==> config.mk <==
export PLATFORM = sky130hd
export DESIGN_NAME = szpd_queue
export DESIGN_NICKNAME = d
export VERILOG_FILES = /design/src/sv/szpd_queue.sv
export SDC_FILE = /design/constraint.sdc
export NUM_CORES = 1
export LEC_CHECK = 0
export ABC_AREA = 0
export ABC_CLOCK_PERIOD_IN_PS = 3900
export BUFFER_PORTS_ARGS = -buffer_cell sky130_fd_sc_hd__buf_2
export CAP_MARGIN = 20
export CORE_UTILIZATION = 50
export DETAILED_ROUTE_END_ITERATION = 6
export PLACE_DENSITY = 0.76
export SYNTH_ARGS = -nofsm -noshare
export SYNTH_HDL_FRONTEND = slang
export SYNTH_SLANG_ARGS = --single-unit
export TNS_END_PERCENT = 1
==> constraint.sdc <==
create_clock -name clk -period 3.9 [get_ports clk]
set_clock_uncertainty 0.1 [all_clocks]
set_input_delay 0.78 -clock clk [delete_from_list [all_inputs] [get_ports clk]]
set_output_delay 0.78 -clock clk [all_outputs]
set_load 0.01 [all_outputs]
==> src/sv/szpd_queue.sv <==
`timescale 1ns / 1ps
// ----------------------------------------------------------------------------
// szpd_queue
// Two-entry queue between the front end and the back end.
// ----------------------------------------------------------------------------
module szpd_queue #(
	parameter int WIDTH = 60
) (
	input  logic             clk,
	input  logic             arst_n,
	input  logic             push,
	input  logic [WIDTH-1:0] push_data,
	output logic             full,
	input  logic             pop,
	output logic [WIDTH-1:0] pop_data,
	output logic             empty
);

	logic [WIDTH-1:0] slot_q [2];
	logic             wr_q;
	logic             rd_q;
	logic [1:0]       count_q;

	assign full     = (count_q == 2'd2);
	assign empty    = (count_q == 2'd0);
	assign pop_data = slot_q[rd_q];

	always_ff @(posedge clk) begin
		if (push) begin
			slot_q[wr_q] <= push_data;
		end
	end

	always_ff @(posedge clk or negedge arst_n) begin
		if (!arst_n) begin
			wr_q    <= 1'b0;
			rd_q    <= 1'b0;
			count_q <= 2'd0;
		end else begin
			if (push) begin
				wr_q <= ~wr_q;
			end
			if (pop) begin
				rd_q <= ~rd_q;
			end
			case ({push, pop})
				2'b10:   count_q <= count_q + 2'd1;
				2'b01:   count_q <= count_q - 2'd1;
				default: count_q <= count_q;
			endcase
		end
	end

endmodule

# [After elaboration in Yosys (flattened, before gate mapping)]
# Memories as Yosys holds them, arrays and structs flattened.
# Cells that the tools add are included.
[classes] n_eq_ne=3 bitwise_logic=2 mux=3 add_sub_neg=2 reduce_logical=2
[op_table] op="$eq A2 B2 Y1 const B" count=2
[op_table] op="$pmux W2 S2" count=1
[op_table] op="$add A2 B1 Y2 const B" count=1
[op_table] op="$eq A2 B1 Y1 const B" count=1
[op_table] op="$logic_not A2 Y1" count=1
[op_table] op="$mux W1" count=2
[op_table] op="$not A1 Y1" count=2
[op_table] op="$reduce_bool A2 Y1" count=1
[op_table] op="$sub A2 B1 Y2 const B" count=1
[totals] n_memories=1 ramBits=120 reg_bits=4 output_inout_bits=62 in_bits=64
[mem_list] memory="slot_q" depth=2 word_bits=60 rd=1 rd_ports_with_merged_regs=0 wr=1 line_no="19" rtl="logic [WIDTH-1:0] slot_q [2];"

# [Depth between registers and ports, before layout]
[depth] ltp_word=2 mapped_depth=5

# [Least setup slack after synthesis]
# No wires, ideal clock.
[synth_timing] path_kind="in2reg" start="input port push" end="memory slot_q[0][0], enable pin" n_path_buf=0 path_stages=2 slack_ps=-35 arrival_time_ps=3356 setup_time_ps=480 cell_sequence="inv_1 -> nor2_1"
[synth_via] elab_chain_cells=2
[synth_lines] element="start: declaration" line_no="11" rtl="input logic push,"
[synth_lines] element="$mux W1" line_no="29" rtl="if (push) begin"
[synth_lines] element="$mux W1 (implied by the code)" line_no="30" rtl="slot_q[wr_q] <= push_data;"
[synth_lines] element="end: declaration" line_no="19"
# No other way between the ends.

# [Final worst setup path]
[layout_timing] start="register rd_q" end="output port pop_data[55]"
[layout_via] elab_chain_cells=1
[layout_lines] element="start: declaration" line_no="21" rtl="logic rd_q;"
[layout_lines] element="start signal: assignment" line_no="44" rtl="rd_q <= ~rd_q;"
[layout_lines] element="$mem_v2 Z2 W60"
[layout_lines] element="end: declaration" line_no="15" rtl="output logic [WIDTH-1:0] pop_data,"
# No other way between the ends.

==> flow_summary.toml <==
[run_status]
outcome = "completed"

[worst_hold_path]
min_delay_worst_type = "in -> reg"

[placement]
place_hpwl_mm = 4.89
dpl_cell_area_mm2 = 0.00554
portBuffers = 125
place_congestion = 0.649
place_ws_ns = 1.36

[yosys]
syn_inst = 203
muxShareOfSynthArea_pct = 18.6
yosys_register_bits = 124
synth_top_family_by_area = "multiplexers"
avgSynthCellArea_um2 = 23.7
synth_compound_area_share_pct = 0
yosys_warnings = 0
adder_cell_share_of_the_synthesized_area_pct = 0.260
ys_seq_area_share_pct = 76.9
mappedNetlistNets = 268
synth_xor_area_share_pct = 0.909
synth_simple_gate_area_share_pct = 0.494
ys_types = 13
syn_area_mm2 = 0.00482

[sta]
layout_worst_path_cycle_share_pct = 78.2
finalHoldViolCount = 0
finalSetupTns_ns = 0
grt_setup_unrepaired = "false"
clock.fmax_mhz = 328
finalWorstPathRequiredPeriod_ns = 3.05
timing.final.setup_violations = 0
worstMarginPinSlew_ns = 0.765
postLayoutSetupSlackWorst_ns = 0.852
worst_max_slew_margin_expressed_relative_to_the_limit_pct = 49.0
timing_max_transition_violations_final = 0

[global_route]
grt_use_total_pct = 16.1
global_route.peak_usage_layer = "met2"
pin_count_of_the_biggest_net_entering_global_routing = 34
grt_use_met2_pct = 26.5
grt_first_pass_wirelength_mm = 11.6
grt_util_met1_pct = 19.0
antenna_found_initial = 0
globalRouteOverflowTotal = 0
use_met3_pct = 5.78
first_global_vias = 2277

[final_layout]
fin_area_mm2 = 0.00613
layout_commonest_cell = "sky130_fd_sc_hd__buf_2"
most-common-layout-cells = "sky130_fd_sc_hd__buf_2, sky130_fd_sc_hd__edfxtp_1, sky130_fd_sc_hd__mux2_4, sky130_fd_sc_hd__clkbuf_16"
seqCellArea_mm2 = 0.00371
layout-drive-gt1-share_pct = 61.7
design.final.nets = 410
num-fill-cells = 662
number_of_antenna_diodes = 0
final_core_util_pct = 66.1
area.growth.synth_to_final_pct = 27.4
multi_input_comb_area_um2 = 986

[worst_setup_path]
cp_max_fo = 33
criticalPathCategory = "reg -> out"
critical_path_buf_inv_count = 2
critPathCaptureType = "output port"
cp_slowest_cell = "sky130_fd_sc_hd__dfrtp_4"
worstPathArrival_ns = 2.17
family_with_the_most_delay_on_the_worst_path = "flip-flops"
cp_cell_sequence = "buf_12 > mux2_2 > buf_2"
cp_data_required_time_ns = 3.02
cpPeakStageDelay_ns = 0.83
cp-start-kind = "register"

[cts]
cts_tree = "done"
clock_sinks = 124
cts_max_path_buffers = 2
cts.repair.resized = 0
cts_inserted_buffers = 17
hold_fix_buffer_count_after_cts = 1
htree_levels = 4
postCtsSetupRepairBufs = 0
path_clk_slew_ns = 0.06
cts.root.buffer_cell = "sky130_fd_sc_hd__clkbuf_8"
worst_skew_pair.late_latency_ns = 0.50

[job]
drv_cap = 0

[power]
p_per_area_mw_per_mm2 = 771
p_int_mw = 3.45
fin_total_pwr_mw = 4.73
share_clk_of_total_power_pct = 32.4
sequentialPowerShare_pct = 41.1
power_switching_mw = 1.28
ir_worst_vdd_mv = 0.504
p_comb_share_pct = 26.5
power_switching_share_pct = 27.1
power.leakage_nw = 2.51

[route]
ant_nets = 0
first_pass_iters = 4
via_count = 2306
drt_wl_total_mm = 7.67
drcViolationCount = 0
avgViaCountPerCell = 4.74
dr.first_iter.drc_count = 63
wl_per_cell_um = 15.8

[die]
core_area_mm2 = 0.00928
design.die.area_mm2 = 0.0100
floorplan.io_pins = 126
initial_core_utilization_pct = 51.9
dieWidth_um = 100
core.rowCount = 35
die_h_um = 100
==> Yosys cell counts <==
cell	n	share of area, %
sky130_fd_sc_hd__buf_6	1	0.23
sky130_fd_sc_hd__nor2b_1	1	0.13
sky130_fd_sc_hd__inv_1	1	0.078
sky130_fd_sc_hd__edfxtp_1	120	75
sky130_fd_sc_hd__mux2_4	59	18
sky130_fd_sc_hd__xor2_1	3	0.55
sky130_fd_sc_hd__buf_12	6	2.5
sky130_fd_sc_hd__mux2_2	1	0.23
sky130_fd_sc_hd__nor2_1	3	0.23
sky130_fd_sc_hd__and2_1	1	0.13
sky130_fd_sc_hd__dfrtp_1	4	2.1
sky130_fd_sc_hd__xnor2_1	2	0.36
sky130_fd_sc_hd__ha_1	1	0.26
==> kinds of logic (layout without fill, tap and decap cells) <==
family                   count (synthesis)  count (layout)
multiplexers                            60              60
AND/OR/NAND/NOR                          5               5
XOR/XNOR                                 5               5
buffers and inverters                    8             163
adder cells (fa/ha/maj)                  1               1
flip-flops                             124             124
==> worst register-to-register path, delay by kind of cell (launching register included) <==
| kind | cells | cell delay (ns) |
|---|---|---|
| buffers and inverters | 1 | 0.31 |
| AND/OR/NAND/NOR | 1 | 0.68 |
| flip-flops | 1 | 0.42 |
==> power by group through the flow <==
stage,registers (mW),logic [mW],clock network [mW]
6_report,1.94,1.25,1.53
5_1_grt,1.97,1.34,1.62
4_1_cts,1.95,1.28,1.57
3_5_place_dp,1.97,1.27,0
3_3_place_gp,1.96,1.26,0
2_1_floorplan,1.86,1.06,0
==> final timing paths <==
path | cells after the start | slack, ns | end | start
worst max-delay path | 3 | 0.85 | pop_data[55] | rd_q$_DFFE_PN0P_
worst max register to register | 2 | 2.07 | slot_q[1][52]$_DFFE_PP_ | wr_q$_DFFE_PN0P_
min in group asynchronous | 2 | 0.51 | rd_q$_DFFE_PN0P_ | arst_n
worst min-delay path | 1 | 0.36 | slot_q[1][31]$_DFFE_PP_ | push_data[31]
worst min register to register | 1 | 0.39 | count_q[1]$_DFFE_PN0P_ | count_q[1]$_DFFE_PN0P_
max in group asynchronous | 2 | 3.05 | rd_q$_DFFE_PN0P_ | arst_n
==> state kept, by name (all words and copies together) (netlist names) <==
register	cells
wr_q	1
slot_q	120
count_q	2
rd_q	1
==> routing by layer <==
| metal | vias to the layer above | part of all wire [%] |
|---|---|---|
| met5 | - | 0 |
| met4 | 0 | 1.7 |
| met3 | 13 | 5.2 |
| met2 | 75 | 53 |
| met1 | 1131 | 40 |
| li1 | 1087 | - |
==> through the flow <==
step	hold slack, ns	instances
finish	0.361	487
global route	0.333	487
CTS	0.331	487
detailed placement	0.385	454
global placement	0.371	454
floorplan	0.356	203
==> cell type report <==
class,count,share of cell area (%)
Clock buffer,17,6.75
Tap cell,129,2.63
Clock inverter,15,2.79
Inverter,1,0.0612
Multi-Input combinational cell,71,16.1
Sequential cell,124,60.4
Timing Repair Buffer,130,11.3
(Power assumes the default switching activity.)
