File: src/sv/szpd_pkg.sv
`timescale 1ns / 1ps
// ----------------------------------------------------------------------------
// szpd_pkg
// Types and constants shared by the smoothed z-score peak detector modules.
// ----------------------------------------------------------------------------
package szpd_pkg;

	localparam int SAMPLE_W = 24;
	localparam int INDEX_W  = 24;
	localparam int THRESH_W = 12;
	localparam int WEIGHT_W = 9;
	localparam int CFG_W    = 24;
	localparam int CFG_IDX_W = 2;
	localparam int MUL_W    = 32;

	localparam logic [CFG_IDX_W-1:0] REG_Z_THRESHOLD      = 2'd0;
	localparam logic [CFG_IDX_W-1:0] REG_INFLUENCE_WEIGHT = 2'd1;
	localparam logic [CFG_IDX_W-1:0] REG_GLOBAL_GATE      = 2'd2;

	localparam logic [THRESH_W-1:0] Z_THRESHOLD_RST      = 12'd768;
	localparam logic [WEIGHT_W-1:0] INFLUENCE_WEIGHT_RST = 9'd26;
	localparam logic [SAMPLE_W-1:0] GLOBAL_GATE_RST      = 24'd0;
	localparam logic [WEIGHT_W-1:0] WEIGHT_ONE           = 9'd256;
	localparam logic [INDEX_W-1:0]  INDEX_MAX            = 24'hFFFFFF;

	typedef struct packed {
		logic [SAMPLE_W-1:0] sample;
		logic                restart;
	} in_item_t;

	typedef struct packed {
		logic                is_event;
		logic                window_ready;
		logic [INDEX_W-1:0]  sample_index;
		logic [SAMPLE_W-1:0] kept_value;
	} out_item_t;

	typedef struct packed {
		logic [SAMPLE_W-1:0] sample;
		logic                restart;
		logic                ready;
		logic [INDEX_W-1:0]  index;
	} tag_t;

	typedef enum logic [3:0] {
		BK_IDLE,
		BK_FILL,
		BK_DD,
		BK_SS,
		BK_VAR,
		BK_RLO,
		BK_RHI,
		BK_CMP,
		BK_KEPT,
		BK_KK,
		BK_UPD
	} back_state_t;

endpackage

File: src/sv/szpd_front.sv
`timescale 1ns / 1ps
// ----------------------------------------------------------------------------
// szpd_front
// Accepts input beats, tracks series index, fill count and oldest pointer,
// and tags each beat with its window slot for the back end.
// ----------------------------------------------------------------------------
module szpd_front
	import szpd_pkg::*;
#(
	parameter int WINDOW = 32
) (
	input  logic                      clk,
	input  logic                      arst_n,
	input  logic                      in_valid,
	output logic                      in_stall,
	input  in_item_t                  in_data,
	output logic                      push,
	output tag_t                      push_tag,
	output logic [$clog2(WINDOW)-1:0] push_pos,
	input  logic                      full
);

	localparam int PW = $clog2(WINDOW);
	localparam int FW = $clog2(WINDOW + 1);

	logic [FW-1:0]      fill_q;
	logic [PW-1:0]      ptr_q;
	logic [INDEX_W-1:0] idx_q;

	logic [FW-1:0]      fill_eff;
	logic [PW-1:0]      ptr_eff;
	logic [INDEX_W-1:0] idx_eff;
	logic               ready;
	logic [PW-1:0]      pos;
	logic [PW-1:0]      ptr_next;

	assign in_stall = full;
	assign push     = in_valid && !full;

	always_comb begin
		fill_eff = in_data.restart ? '0 : fill_q;
		ptr_eff  = in_data.restart ? '0 : ptr_q;
		idx_eff  = in_data.restart ? '0 : idx_q;
		ready    = (fill_eff == FW'(WINDOW));
		pos      = ready ? ptr_eff : fill_eff[PW-1:0];
		ptr_next = (pos == PW'(WINDOW - 1)) ? '0 : pos + PW'(1);
		push_tag.sample  = in_data.sample;
		push_tag.restart = in_data.restart;
		push_tag.ready   = ready;
		push_tag.index   = idx_eff;
		push_pos         = pos;
	end

	always_ff @(posedge clk or negedge arst_n) begin
		if (!arst_n) begin
			fill_q <= '0;
			ptr_q  <= '0;
			idx_q  <= '0;
		end else if (push) begin
			fill_q <= ready ? fill_eff : fill_eff + FW'(1);
			ptr_q  <= ready ? ptr_next : ptr_eff;
			idx_q  <= (idx_eff == INDEX_MAX) ? idx_eff : idx_eff + INDEX_W'(1);
		end
	end

endmodule

File: config.mk
export PLATFORM = sky130hd
export DESIGN_NAME = szpd_front
export DESIGN_NICKNAME = d
export VERILOG_FILES = /design/src/sv/szpd_pkg.sv /design/src/sv/szpd_front.sv
export SDC_FILE = /design/constraint.sdc
export NUM_CORES = 1
export LEC_CHECK = 0
export ABC_AREA = 0
export BUFFER_PORTS_ARGS = -buffer_cell sky130_fd_sc_hd__buf_4
export CAP_MARGIN = 20
export CORE_MARGIN = 2
export CORE_UTILIZATION = 25
export DETAILED_ROUTE_END_ITERATION = 7
export PLACE_DENSITY = 0.56
export SLEW_MARGIN = 20
export SYNTH_ARGS = -nofsm -noshare
export SYNTH_HDL_FRONTEND = slang
export SYNTH_SLANG_ARGS = --single-unit
export TNS_END_PERCENT = 5
File: constraint.sdc
create_clock -name clk -period 4.2 [get_ports clk]
set_clock_uncertainty 0.1 [all_clocks]
set_input_delay 0.63 -clock clk [delete_from_list [all_inputs] [get_ports clk]]
set_output_delay 0.63 -clock clk [all_outputs]
set_load 0.01 [all_outputs]
* Yosys cells after proc, flatten, opt, wreduce, memory -nomap -nowiden
Cells that the tools add are included.
Word-level totals: flip-flop bits (word level) 35, bits in latches 0, bits in writable memories 0, bits in read-only memories 0, output and inout bits 57, memories 0
Operators by class: add/sub/neg operators 3, multipliers 0, div/mod/pow operators 0, magnitude comparators 0, equality and inequality tests 3, shifts and indexed selects 0, multiplexer cells 8, bitwise logic cells 0, reductions and logical operators 2
Operators with widths (number):
- $mux W24 | 2
- $add A24 B1 Y24 const B | 1
- $eq A24 B24 Y1 const B | 1
- $mux W5 | 4
- $mux W6 | 2
- $add A6 B1 Y6 const B | 1
- $eq A6 B6 Y1 const B | 1
- $add A5 B1 Y5 const B | 1
- $eq A5 B5 Y1 const B | 1
- $logic_and A1 B1 Y1 | 1
- $logic_not A1 Y1 | 1

* Longest topological paths before layout
depth after elaboration 6, gate-level depth with buffers 16, mapped depth without buffers 12

* Worst setup path before layout
Ideal clock, no wire load.
path kind input-to-reg, start in in_data[0] (netlist name), end reg ptr_q[4], library setup time 119 ps, arrival time 3062 ps, required time 3981 ps, path slack 919 ps, cell stages on the path 15, buffers on the path 4, cell sequence buf_6 > clkbuf_1 > nor2b_1 > inv_1 > ha_1 > nor4b_1 > and3_1 > buf_2 > clkbuf_1 > o21ai_0 > ha_1 > and3_1 > ha_1 > nand3_1 > nand2_1
Between the ends: longest elaborated chain between the ends 6, elaborated cells between the ends (all ways) 8, those cells by class add/sub: 1; eq/ne: 2; mux: 5
Ends and longest elaborated chain:
- from (decl) | line szpd_front.sv:16 | input in_item_t in_data,
- $mux W6 * | line szpd_front.sv:41 | fill_eff = in_data.restart ? '0 : fill_q;
- $eq A6 B6 Y1 * | line szpd_front.sv:44 | ready = (fill_eff == FW'(WINDOW));
- net ready | line szpd_front.sv:33 | logic ready;
- $mux W5 * | line szpd_front.sv:45 | pos = ready ? ptr_eff : fill_eff[PW-1:0];
- net push_pos[1] | line szpd_front.sv:19 | output logic [$clog2(WINDOW)-1:0] push_pos,
- $add A5 B1 Y5 / $eq A5 B5 Y1 (equally long branches) | line szpd_front.sv:46 | ptr_next = (pos == PW'(WINDOW - 1)) ? '0 : pos + PW'(1);
- $mux W5 * | line szpd_front.sv:46
- $mux W5 * | line szpd_front.sv:61 | ptr_q <= ready ? ptr_next : ptr_eff;
- to (signal assigned) | line szpd_front.sv:61
- to (decl) | line szpd_front.sv:27 | logic [PW-1:0] ptr_q;
Mark *: on every way through the listed nets, which the timed path passes. The rest lies on a longest branch. A chain may end at the register's enable or synchronous reset.

* Worst setup path after layout
start in in_data[0] (netlist name), end out push_pos[4]
Between the ends: longest elaborated chain between the ends 3, elaborated cells between the ends (all ways) 4, those cells by class eq/ne: 1; mux: 3
Ends and longest elaborated chain (line):
- $mux W6 | szpd_front.sv:41
- $eq A6 B6 Y1 | szpd_front.sv:44
- $mux W5 * | szpd_front.sv:45
- to (decl) | szpd_front.sv:19
Mark *: on every way between the ends. The rest lies on a longest branch, timed or not.

==> results.cfg <==
[final_layout]
final_util = 0.2880
antenna_cells = 0
final_cell_mix = nand2_1, buf_4, dfrtp_1
syn_to_final_growth_pct = 11.54
final_common_cell = nand2_1
nNetsFinal = 320
stdcell_area_sq_um = 2661
fill_cells = 1009
drive_above_1_share = 0.1783

[power_and_ir_drop]
p_per_area_nw_per_um2 = 314.2
finalPower_mw = 0.8360
leakage_nw = 1.115
vdd_drop_max_uv = 106.2

[detailed_routing]
finalWirelength_microns = 5545
wire_per_inst_microns = 13.36
avgViaCountPerCell = 4.578
vias = 1900
ant_nets = 0
first_pass_iters = 4
drt_iter0_drc = 135
drc = 0

[floorplan]
core_sq_um = 9240
dieArea_sq_um = 10340
ios = 86
die_h_microns = 101.7
dieWidth_microns = 101.7
rows = 35
start_util = 0.2582

[cts]
cts_made_buffers = 5
clockRootBuffer = clkbuf_8
cts_hold_buffers = 0
clk_pin_slew_ps = 80
cts_tree = yes
post_cts_resized = 0
htreeDepth = 2
cts_max_path_buffers = 2
post_cts_buffers = 0
insertion_delay_ps = 290
cts.sinks = 35

[setup_path]
path_delay_family = simple AND/OR/NAND/NOR gates
cp_max_fo = 49
cp_num_buf_inv = 3
critPathRequiredTime_ps = 3470
start_kind = primary input
path_class = primary input to output port
cp_common_cell = buf_4
cp.arrival_ps = 2630
path_cells = buf_4, nor2b_1, inv_1, ha_1, nor4b_1, and3_1, nand2_1, o21ai_0, buf_4
cpPeakStageDelay_ps = 490
crit_path_top_delay_cell = and3_1
cp-end-kind = output port

[synth]
synth-seq-area-share = 0.3671
async_reset_ff_frac = 1.000
synth_xor_area_frac = 0.07708
syn_nets = 315
synth_fa_ha_area_frac = 0.03146
synth_top_family_by_area = simple AND/OR/NAND/NOR gates
syn_area_sq_um = 2386
synth_edf_count = 0
ys_types = 45
synth_compound_area_frac = 0.09491
synth-warning-count = 0
synth-simple-area-share = 0.2973
synth_ff_type = dfrtp_1
synthMuxAreaShare = 0.008915
syn-mean-instance-area_sq_um = 8.522
ys_seq_elements = 35
netlist_instances = 280

[timing]
fmax_ghz = 0.2979
fin_setup_tns_ps = 0
holdWs_ps = 181.6
finalCritPeriodShare = 0.7992
worst_pin_slew_ps = 852.8
drv_slew = 0
fin_crit_ps = 3357
setup_viol = 0
slew_headroom = 0.4301
hold_viol_final = 0
rsz0062_at_grt = false

[hold_path]
hold_path.class = primary input to async pin

[place]
place_congestion = 0.7588
dp_hpwl_microns = 3883
io_buffers = 37
place_area_sq_um = 2561

[global_route]
grt_first_pass_wirelength_microns = 9108
grt_pass1_vias = 1812
grt_max_degree = 50
grt_usage = 0.1105
antenna_found_initial = 0
overflow = 0

[job]
max_cap_viol_count = 0

[status]
status = finished clean
## Yosys cell counts, types with 2 or more instances
cell type	count	area (sq um)
nand2_1	42	157.7
dfrtp_1	35	875.8
buf_4	27	202.7
nor2b_1	25	156.4
nand3_1	17	85.08
nor2_1	14	52.55
xor2_1	12	105.1
nor3_1	9	45.04
xnor2_1	9	78.83
a21oi_1	8	40.04
clkbuf_1	8	30.03
inv_1	8	30.03
o21ai_0	8	40.04
ha_1	6	75.07
nand2b_1	4	25.02
nand4_1	4	25.02
nand4b_1	4	35.03
a31oi_1	3	18.77
and3_1	3	18.77
o211ai_1	3	22.52
o31ai_1	3	22.52
and2_1	2	12.51
and4_1	2	17.52
buf_6	2	22.52
nor3_2	2	20.02
## worst paths after layout
path                                  from     endpoint  slack [ps]  cells past startpoint
worst max-delay path            in_data[0]  push_pos[4]         840                      9
worst min-delay path                arst_n     ptr_q[1]         180                      1
worst max register to register   fill_q[0]     ptr_q[1]        1400                     11
worst min register to register   fill_q[1]    fill_q[1]         410                      2
max in group asynchronous           arst_n    idx_q[21]        3470                      1
min in group clk                 fill_q[1]    fill_q[1]         410                      2
## worst reg2reg max path, cell delays in order, from the launching register on
cell	delay (ps)
dfrtp_1	390
nor2b_1	160
inv_1	120
ha_1	140
nor4b_1	200
and3_1	490
o21ai_0	210
ha_1	260
and3_1	160
ha_1	190
nand2b_1	140
o21ai_0	140
## per-layer routing
| metal | track usage | routed length, microns |
|---|---|---|
| met1 | 0.1571 | 2753 |
| met2 | 0.1640 | 2516 |
| met3 | 0.02899 | 234 |
| met4 | 0.03326 | 42 |
| met5 | 0 | 0 |
## kinds of logic after synthesis
kind of cell    Yosys count
mux                       2
buf+inv                  47
compound gates           34
fa+ha+maj                 6
flops                    35
xor+xnor                 21
simple gates            135
## area by class of cell
| type | instances | area (sq um) | share of cell area |
|---|---|---|---|
| sequential | 35 | 875.8 | 0.3291 |
| clock buffer | 8 | 100.1 | 0.03761 |
| multi-input combinational | 198 | 1216 | 0.4570 |
| timing repair buffer | 37 | 277.8 | 0.1044 |
| inverter | 8 | 30.03 | 0.01128 |
| tap | 129 | 161.4 | 0.06065 |
## state kept, by name, indices dropped and copies added, names as in the netlist
register and cells:
fill_q 6, idx_q 24, ptr_q 5
## power by group
group          leakage, nW  internal, mW  total, mW  switching (mW)
registers            0.463         0.363      0.393          0.0302
logic                0.600        0.0672      0.168           0.100
clock network       0.0515         0.150      0.275           0.125
## stage by stage
step,setup WS (ps),cells
final,843.2,415
after global routing,581.3,415
after CTS,867.8,415
after detailed placement,782.4,407
after global placement,936.0,407
after floorplan,918.9,280
(Power assumes the default switching activity.)
